<file path="config.mk">
export PLATFORM = sky130hd
export DESIGN_NAME = jiau_cell
export DESIGN_NICKNAME = d
export VERILOG_FILES = /design/src/jvm_integer_arithmetic_unit_defines.svh /design/src/jiau_pkg.sv /design/src/jiau_cell.sv
export SDC_FILE = /design/constraint.sdc
export NUM_CORES = 1
export LEC_CHECK = 0
export ABC_CLOCK_PERIOD_IN_PS = 8900
export BUFFER_PORTS_ARGS = -buffer_cell sky130_fd_sc_hd__buf_2
export CORE_ASPECT_RATIO = 1.1
export CORE_MARGIN = 10
export CORE_UTILIZATION = 30
export CTS_CLUSTER_DIAMETER = 200
export DETAILED_ROUTE_END_ITERATION = 8
export SLEW_MARGIN = 40
export SYNTH_ARGS = -nofsm -noshare
export SYNTH_HDL_FRONTEND = slang
export SYNTH_SLANG_ARGS = --single-unit
</file>
<file path="constraint.sdc">
create_clock -name clk -period 8.9 [get_ports clk]
set_input_delay 0 -clock clk [delete_from_list [all_inputs] [get_ports clk]]
set_output_delay 0 -clock clk [all_outputs]
set_load 0.005 [all_outputs]
</file>
<file path="src/jvm_integer_arithmetic_unit_defines.svh">
// assertion macros for the jvm integer arithmetic unit
// used by the top level only
`ifndef JVM_INTEGER_ARITHMETIC_UNIT_DEFINES_SVH
`define JVM_INTEGER_ARITHMETIC_UNIT_DEFINES_SVH
`ifndef NO_ASSERTIONS
`define JIAU_ASSERT(label, clk, rst_n, prop) \
  label: assert property (@(posedge clk) disable iff (!rst_n) prop) else $error("%m failed");
`define JIAU_ASSERT_RST(label, clk, prop) \
  label: assert property (@(posedge clk) prop) else $error("%m failed");
`else
`define JIAU_ASSERT(label, clk, rst_n, prop)
`define JIAU_ASSERT_RST(label, clk, prop)
`endif
`endif

</file>
<file path="src/jiau_pkg.sv">
// package for the jvm integer arithmetic unit
// op codes, widths and the cell payload struct
`default_nettype none
package jiau_pkg;
  localparam int unsigned XLEN = 64;
  localparam int unsigned NCELL = 64;
  localparam logic [3:0] OP_IADD = 4'd0;
  localparam logic [3:0] OP_LADD = 4'd1;
  localparam logic [3:0] OP_ISUB = 4'd2;
  localparam logic [3:0] OP_LSUB = 4'd3;
  localparam logic [3:0] OP_IMUL = 4'd4;
  localparam logic [3:0] OP_LMUL = 4'd5;
  localparam logic [3:0] OP_IDIV = 4'd6;
  localparam logic [3:0] OP_LDIV = 4'd7;
  localparam logic [3:0] OP_IREM = 4'd8;
  localparam logic [3:0] OP_LREM = 4'd9;
  localparam logic [3:0] OP_INEG = 4'd10;
  localparam logic [3:0] OP_LNEG = 4'd11;

  typedef struct packed {
    logic            vld;
    logic            is_int;
    logic            is_div;
    logic            is_rem;
    logic            dz;
    logic            neg_q;
    logic            neg_r;
    logic [XLEN-1:0] rem;
    logic [XLEN-1:0] quo;
    logic [XLEN-1:0] dvsr;
    logic [XLEN-1:0] res;
  } cell_t;
endpackage
`default_nettype wire

</file>
<file path="src/jiau_cell.sv">
// one restoring divide step cell, passes other ops through
// depends on jiau_pkg
`default_nettype none
module jiau_cell (
  input  wire logic            clk,
  input  wire logic            rst_n,
  input  wire logic            en,
  input  wire jiau_pkg::cell_t cell_i,
  output jiau_pkg::cell_t      cell_o
);
  jiau_pkg::cell_t c_nxt, c_r;
  logic [64:0] sh, df;

  always_comb begin
    c_nxt = cell_i;
    sh = {cell_i.rem, cell_i.quo[63]};
    df = sh - {1'b0, cell_i.dvsr};
    if (cell_i.is_div) begin
      if (!df[64]) begin
        c_nxt.rem = df[63:0];
      end else begin
        c_nxt.rem = sh[63:0];
      end
      c_nxt.quo = {cell_i.quo[62:0], ~df[64]};
    end
  end

  always_ff @(posedge clk) begin
    if (!rst_n) begin
      c_r.vld <= 1'b0;
    end else if (en) begin
      c_r <= c_nxt;
    end
  end

  assign cell_o = c_r;
endmodule
`default_nettype wire

</file>
==> summary by stage, run 1 <==
Clock network
The clock latency on the worst-skew pair is around 0.56 ns. TritonCTS built the clock tree. The clock passes through at most 3 buffers. In this run the number of H-tree levels came out at 1. Once the clock tree was built, the setup fixing pass inserted 0 buffers. The clock tree root driver cell is sky130_fd_sc_hd__clkbuf_16. The clock drives 263 sinks. The number of gates resized after cts is 0.

Clock tree synthesis inserted a total of 29 buffers. The clock transition time at the flip-flop clock pins of the worst setup and hold paths is roughly 0.060 ns.

Floorplan
The region available for standard cell placement spans between 40,000 and 50,000 um^2. The die boundary width is 227.4 um. Once the floorplan was initialized, standard cells occupied 30.39% of the core. The floorplan step defined a die boundary enclosing roughly 56,000 um^2. The die span in y is 248.2 um. After floorplanning, the core was divided into 83 placement rows.

Pin placement for this block handled 529 I/O pins.

Power and ir drop
In this run the power density over the cells is 160.9 nW/um^2. The analysis attributes to cell leakage a power of just over 9 nW. IR analysis of the VDD net gives a maximum drop of about 0.13 mV.

Job
The count of max-cap constraint violations is 0.

Finish
Leaving out fill and tap cells, the most frequent cells in the layout are 527 x sky130_fd_sc_hd__buf_2, 318 x sky130_fd_sc_hd__dlygate4sd3_1, 262 x sky130_fd_sc_hd__edfxtp_1. The multi-input combinational cells in the finished layout cover a total of approximately 5700 um^2. The fraction of layout cells with a size suffix above 1 is between 30 and 40%. The area used by sequential logic in the layout is slightly below 8000 um^2. Counting the fill cells in the layout gives roughly 4.2k. The register with the most flip-flops in the layout has around 260 of them. At the end of the flow, the number of nets in the layout was approximately 2.4k. Once layout is complete, the utilization of the core stands at 46.02%. Leaving out fill and tap cells, the most frequent cell in the layout is sky130_fd_sc_hd__buf_2. From synthesis to final layout, the design area changed by 51.45%.

Timing
The final hold violation count is 0. The slew of the pin with the lowest slew margin is 0.7407 ns. The clock period could shrink to roughly 4.7 ns. Of the available clock period, the critical path in the final layout requires between 50% and 60%. The worst pin sits at a relative slew slack of between 50% and 60%.

The final setup TNS is 0 ns. Setup repair after global routing left no endpoint under its margin. The count of final setup violators is 0. The clock tree skew after final layout is 0 ns. The final-report max-slew violation count was 0. Timing would allow up to roughly 210 MHz.

Logic synthesis
The synthesized design spends more area on one cell type than any other, namely sky130_fd_sc_hd__edfxtp_1. By area the synthesized netlist is led by sky130_fd_sc_hd__edfxtp_1 55%, sky130_fd_sc_hd__ha_1 5.6%, sky130_fd_sc_hd__mux2_2 5.0%, sky130_fd_sc_hd__a21oi_1 4.2%, sky130_fd_sc_hd__mux2i_1 3.5%. Sequential cells were found to cover between 50% and 60% of the synthesized design area. The netlist area before placement is between 10,000 and 15,000 um^2. The count of flip-flops with a built-in enable after synthesis is roughly 260.

For this run, the number of Yosys warnings is 0. The mean cell area of the mapped netlist is approximately 11 um^2. The share of Yosys cell area claimed by the top area cell type is a little under three fifths.

In the synthesized netlist the async set-or-reset flop fraction comes to 0%. The post-synthesis net count is 1,569. After synthesis, the netlist uses 66 different library cells.

The cell count after synthesis came out at 1,238. The synthesized design contains around 260 register bits. The flip-flop cell with the highest count after synthesis is sky130_fd_sc_hd__edfxtp_1.

Global routing
The initial antenna violation count is 10. Global routing used between 10% and 20% of the available tracks across all layers. For this run the aggregate overflow at the end of global routing stands at 0.

The largest net degree at the start of global routing is ~80. The first global-routing pass estimated about 82 mm of wire. The via count of the first global-routing pass came to 13.53k.

Critical path
Counting both buffers and inverters, the worst setup path holds a total of 5. The peak per-stage delay on the critical path is slightly below 0.6 ns. The startpoint of the most critical register-to-register path is cell_o[262]. The worst setup path is launched from an input port. The slowest stage of the critical path belongs to the cell sky130_fd_sc_hd__dlygate4sd3_1. At the worst endpoint, the arrival time is just over 5 ns. At the worst endpoint, the required time is between 9 and 10 ns. In this run the worst path has a maximum fanout of 53. The worst setup path is captured at a flip-flop. The critical path start-end classification is in -> reg. The launch point of the critical path is cell_i[191]. The signal on the critical path passes through dlygate4sd3_1 > buf_2 > inv_1 > ha_1 > fa_1 > nor2b_1 > o31a_1 > o31a_1 > a32oi_1 > a21oi_2 > o21ai_2 > mux2i_4 > nor2_4 > buf_6 > mux2i_1 > a21oi_1 > dlygate4sd3_1.

The kind of cell adding the most delay to the critical path is buffers and inverters.

Outcome
The flow ran to the end, and the final reports show no timing, DRC or antenna violations.

Route
The overall via count from detail_route is 13.04k. For this block, the initial DRC count from the detailed router was 910. The number of vias per cell is 4.853. The number of optimization iterations in the first detailed-route pass is 5. Dividing the detail-routed wire length by the instance count gives 20.91 um. The DRC violations left is 0.

The remaining antenna violation count is 0. The final routed wirelength across all metal layers is between 50 and 60 mm.

Placed design
The congestion estimate from routability-driven global placement came to between 0.8 and 0.9. The HPWL after detailed placement is ~42 mm. The number of port buffers is 528.

Min path
The worst hold path begins at cell_i[254]. In this run the worst hold path is classified as in -> reg.
## cell usage after synthesis (5+ instances only)
cell / instances
sky130_fd_sc_hd__o22ai_1: 5
sky130_fd_sc_hd__ha_1: 64
sky130_fd_sc_hd__and3_1: 5
sky130_fd_sc_hd__clkbuf_1: 47
sky130_fd_sc_hd__nand2_1: 75
sky130_fd_sc_hd__or3_1: 5
sky130_fd_sc_hd__mux2_2: 63
sky130_fd_sc_hd__o211ai_1: 5
sky130_fd_sc_hd__o21ai_0: 62
sky130_fd_sc_hd__a21o_1: 16
sky130_fd_sc_hd__nand4_1: 19
sky130_fd_sc_hd__o21bai_1: 5
sky130_fd_sc_hd__xnor2_1: 27
sky130_fd_sc_hd__nor3_1: 13
sky130_fd_sc_hd__nor2b_1: 17
sky130_fd_sc_hd__mux2i_1: 50
sky130_fd_sc_hd__buf_2: 8
sky130_fd_sc_hd__xor2_1: 29
sky130_fd_sc_hd__nand3_1: 19
sky130_fd_sc_hd__o221ai_1: 5
sky130_fd_sc_hd__a211oi_1: 12
sky130_fd_sc_hd__and2_1: 6
sky130_fd_sc_hd__o21a_1: 15
sky130_fd_sc_hd__inv_1: 86
sky130_fd_sc_hd__a31oi_1: 21
sky130_fd_sc_hd__nor2_1: 105
sky130_fd_sc_hd__edfxtp_1: 262
sky130_fd_sc_hd__a21oi_1: 120
sky130_fd_sc_hd__o31ai_1: 7
## kinds of logic after synthesis
| kind of cell | after synthesis | synth area share, % |
|---|---|---|
| muxes | 115 | 8.758 |
| DFF | 263 | 55.55 |
| AOI/OAI and AO/OA | 304 | 12.94 |
| and+or+nand+nor | 287 | 9.366 |
| adders and majority gates | 65 | 5.780 |
| buffers and inverters | 148 | 4.150 |
| xor gates and xnor gates | 56 | 3.454 |
## repair_timing
action,CTS,global route
hold endpoints to repair,263,0
hold buffers,318,0
setup endpoints to repair,0,0
## routing by layer
metal  routed length, um  up-vias  global-route usage [%]
met5                  43        -                       0
met4                1558        6                   6.217
met3                5149       82                   5.752
met2               28320      523                   33.79
met1               21100     6171                   20.76
li1                    -     6258                       -
## final timing paths
| kind | slack, ns | depth (start not counted) | end |
|---|---|---|---|
| setup / recovery | 4.17 | 17 | cell_o[195] |
| hold / removal | 0.05 | 4 | cell_o[255] |
| setup reg to reg | 7.70 | 3 | cell_o[262] |
| hold reg to reg | 1.13 | 3 | cell_o[262] |
## worst min-delay path, cell delays in order
cell and delay [ns]:
sky130_fd_sc_hd__buf_2 0.13, sky130_fd_sc_hd__nor3_1 0.06, sky130_fd_sc_hd__a21oi_1 0.14, sky130_fd_sc_hd__o21a_1 0.17
## area by class of cell
| class | count | share of cell area [%] |
|---|---|---|
| antenna | 8 | 0.09309 |
| clock buffer | 36 | 3.497 |
| clock inverter | 15 | 0.4422 |
| inverter | 86 | 1.501 |
| multi-input combinational | 827 | 26.64 |
| sequential | 263 | 36.68 |
| tap | 595 | 3.462 |
| timing repair buffer | 857 | 27.69 |
## per-stage QoR
step	hold slack [ns]	power, mW	setup slack [ns]	std cells	area, um^2
floorplan	0.09887	1.946	2.326	1238	14200
global placement	0.1777	2.224	4.571	2308	17400
detailed placement	0.1784	2.234	4.633	2309	17430
CTS	0.03536	3.499	4.102	2678	21460
global route	0.04530	3.632	3.838	2686	21500
finish	0.05411	3.460	4.170	2687	21510
## power breakdown
| part | total (mW) | internal (mW) | switching (mW) |
|---|---|---|---|
| combinational | 0.852 | 0.408 | 0.444 |
| clock | 1.11 | 0.599 | 0.507 |
| sequential | 1.50 | 1.48 | 0.0250 |
| total | 3.46 | 2.48 | 0.977 |
(Power assumes the default switching activity.)
==> run 2: changes to the inputs <==
- ABC_CLOCK_PERIOD_IN_PS: 8900 -> 3950
- clock period: 8.9 -> 3.95 ns (I/O delays scaled with it)
==> summary by stage, run 2 (synthesized netlist as in run 1, its figures left out) <==
Placed design
The minimum setup slack after placement came to 0.2156 ns (was 4.633 ns). The last weighted congestion value of the routability-driven placer is 0.9173 (was 0.8489). The number of port buffers came to 528 (unchanged). The number of placed instances, taps included is 2,331 (was 2,309). The HPWL after detailed placement is 44.01 mm (was 42.34 mm).

Power and ir drop
The static leakage is 9.236 nW (was 9.129 nW). The switching share of total power came to 27.93% (was 28.22%). The power spent charging and discharging nets is 2.223 mW (was 976.6 uW). The part of the power in the clock network is 33.0% (was 32.0%). The final total power came to 7.958 mW (was 3.460 mW). The part of the power in registers is 42.5% (was 43.4%).

The maximum vdd drop is 0.3099 mV (was 0.1251 mV). The power density over the cells is 368.0 nW/um^2 (was 160.9 nW/um^2). The design internal power is 5.736 mW (was 2.484 mW).

The part of the power in combinational logic is 24.4% (was 24.6%).

Global routing
The initial antenna violation count came to 7 (was 10). The first-pass GRT wire length was 84.41 mm (was 82.08 mm). The via count of the first global-routing pass is 13.70k (was 13.53k). The total overflow reported by the global router is 0 (unchanged).

The global-route usage over all layers came to 19.34% (was 18.81%). The largest net degree at the start of global routing came to 89 (was 79).

Floorplan
The total die area is 56,440 um^2 (unchanged). The count of pins on the block boundary was 529 (unchanged). The area of the placeable core is 46,730 um^2 (unchanged). The die boundary width is 227.4 um (unchanged). The number of standard-cell rows in the floorplan was 83 (unchanged). The effective utilization at floorplan is 30.39% (unchanged). The die span in y is 248.2 um (unchanged).

Critical path
The required time at the endpoint of the critical path is 4.26 ns (was 9.22 ns). The data arrival time of the worst path is 4.02 ns (was 5.05 ns). The startpoint of the most critical register-to-register path was cell_o[262] (unchanged). The kind of capture point of the worst setup path is a flip-flop (unchanged). The launch point of the critical path is cell_i[90] (was cell_i[191]). The worst-path maximum fanout was 9 (was 53).

The startpoint kind of the worst setup timing path is an input port (unchanged). The critical path start-end classification is in -> reg (unchanged).

Finish
The number of standard cells in the layout, taps in and fillers out is 2,692 (was 2,687). The area added between synthesis and finish is 52.29% (was 51.45%). The number of fill cells in the layout was 4,280 (was 4,239). The fraction of layout cells with a size suffix above 1 is 32.84% (was 31.19%).

The final-stage net count is 2,401 (was 2,395). The most common cell after layout, fill and taps aside is sky130_fd_sc_hd__buf_2 (unchanged). The area used by sequential logic in the layout is 7888 um^2 (unchanged). The number of flip-flops under the largest register name came to 263 (unchanged). The area taken by multi-input logic gates is 5758 um^2 (was 5729 um^2). Most frequent cells in the layout: 527 x sky130_fd_sc_hd__buf_2, 295 x sky130_fd_sc_hd__dlygate4sd3_1, 262 x sky130_fd_sc_hd__edfxtp_1 (was 527 x sky130_fd_sc_hd__buf_2, 318 x sky130_fd_sc_hd__dlygate4sd3_1, 262 x sky130_fd_sc_hd__edfxtp_1).

Clock network
The number of buffers on the longest clock path is 3 (unchanged). The TritonCTS clock tree is yes (unchanged). The number of buffers inserted during clock tree synthesis is 30 (was 29). The clock tree root driver cell is sky130_fd_sc_hd__clkbuf_16 (unchanged). The clock transition time at the flip-flop clock pins of the worst setup and hold paths is 0.06 ns (about the same). The number of clock sinks seen by CTS is 263 (unchanged). The clock latency on the worst-skew pair is 0.56 ns (about the same). The total number of H-tree levels is 1 (unchanged).

Outcome
Run status: finished, final reports clean (unchanged).

Min path
The beginning of the worst hold path is en (was cell_i[254]). The class of the worst hold path is in -> reg (unchanged).

Timing
The clock tree skew after final layout came to 0 ns (unchanged). The final-layout worst hold slack is 0.02106 ns (was 0.05411 ns). The maximum clock frequency is ~270 MHz.

The final-report max-slew violation count is 0 (unchanged). The worst path uses around 94% of the clock period. The final hold violation count is 0 (unchanged). Counting I/O delays and the setup requirement, the final critical path takes about 3.7 ns. The count of final setup violators is 0 (unchanged).

The worst max-slew margin expressed relative to the limit was 54.40% (was 50.62%). Setup repair after global routing missed its margin: no (unchanged). The final setup TNS is 0 ns (unchanged). The final worst slack is 0.2392 ns (was 4.170 ns). The slew of the pin with the lowest slew margin is 0.6794 ns (was 0.7407 ns).

Route
The overall via count from detail_route came to 13.13k (was 13.04k). The iteration-0 DRC count of the detailed router was 975 (was 910). The number of optimization iterations in the first detailed-route pass is 5 (unchanged). The number of vias per cell is 4.878 (was 4.853). The remaining antenna violation count is 0 (unchanged). The final routed wirelength across all metal layers is 58.00 mm (was 56.18 mm). The DRC violations left is 0 (unchanged). The mean routed wirelength per cell is 21.54 um (was 20.91 um).

Job
The count of max-cap constraint violations is 0 (unchanged).
-- run 2: changes by cell type in the layout (fill, tap and decap cells not counted), sizes merged --
cell / change
clkbuf: +1
bufinv: +1
clkinv: +3
diode: -3
clkinvlp: +1
buf: +27
inv: -2
dlygate4sd3: -23
-- run 2: worst max-delay path, stage by stage --
cell,delay [ns]
sky130_fd_sc_hd__dlygate4sd3_1,0.52
sky130_fd_sc_hd__buf_2,0.13
sky130_fd_sc_hd__inv_1,0.04
sky130_fd_sc_hd__ha_1,0.43
sky130_fd_sc_hd__nand4_1,0.23
sky130_fd_sc_hd__nor2_2,0.22
sky130_fd_sc_hd__nand3_1,0.19
sky130_fd_sc_hd__or4_1,0.54
sky130_fd_sc_hd__a21oi_2,0.18
sky130_fd_sc_hd__o21ai_2,0.09
sky130_fd_sc_hd__mux2i_4,0.22
sky130_fd_sc_hd__nor2_4,0.22
sky130_fd_sc_hd__buf_12,0.15
sky130_fd_sc_hd__mux2i_1,0.19
sky130_fd_sc_hd__a21oi_1,0.08
sky130_fd_sc_hd__dlygate4sd3_1,0.57
-- run 2: area by class of cell --
class | count | share of cell area (%)
inverter | 86 | 1.493
timing repair buffer | 862 | 27.69
clock inverter | 18 | 0.5439
multi-input combinational | 827 | 26.63
tap | 595 | 3.443
antenna | 5 | 0.05786
clock buffer | 36 | 3.674
sequential | 263 | 36.48
-- run 2: per-stage QoR --
step / util (%) / area (um^2)
after floorplan: - / 14200
after global placement: 37.71 / 17620
after detailed placement: 37.71 / 17620
after CTS: 45.98 / 21490
after global routing: 46.27 / 21620
final: 46.27 / 21620
-- run 2: final timing paths --
| check | to | slack (ns) | cells past startpoint |
|---|---|---|---|
| min reg2reg | cell_o[262] | 1.11 | 3 |
| min | cell_o[104] | 0.02 | 2 |
| max | cell_o[243] | 0.24 | 16 |
| max reg2reg | cell_o[262] | 2.78 | 3 |
-- run 2: what timing repair did --
action,4_1_cts,5_1_grt
endpoints found under the hold margin,263,0
buffers inserted,0,5
setup endpoints to repair,0,6
hold buffers,295,0
gates resized for setup,0,7
-- run 2: power by group through the flow --
stage / Sequential (mW) / Clock [mW] / Combinational, mW
after floorplan: 3.48 / 0 / 0.888
after global placement: 3.43 / 0 / 1.63
after detailed placement: 3.44 / 0 / 1.64
after CTS: 3.38 / 2.70 / 1.91
after global routing: 3.40 / 2.79 / 2.13
final: 3.39 / 2.63 / 1.95
-- run 2: per-layer routing --
layer	vias up	track usage, %	wire length (um)
met4	6	7.139	2002
met2	501	34.70	29150
met5	-	0	28
met3	96	4.870	4605
li1	6266	-	-
met1	6262	21.75	22210
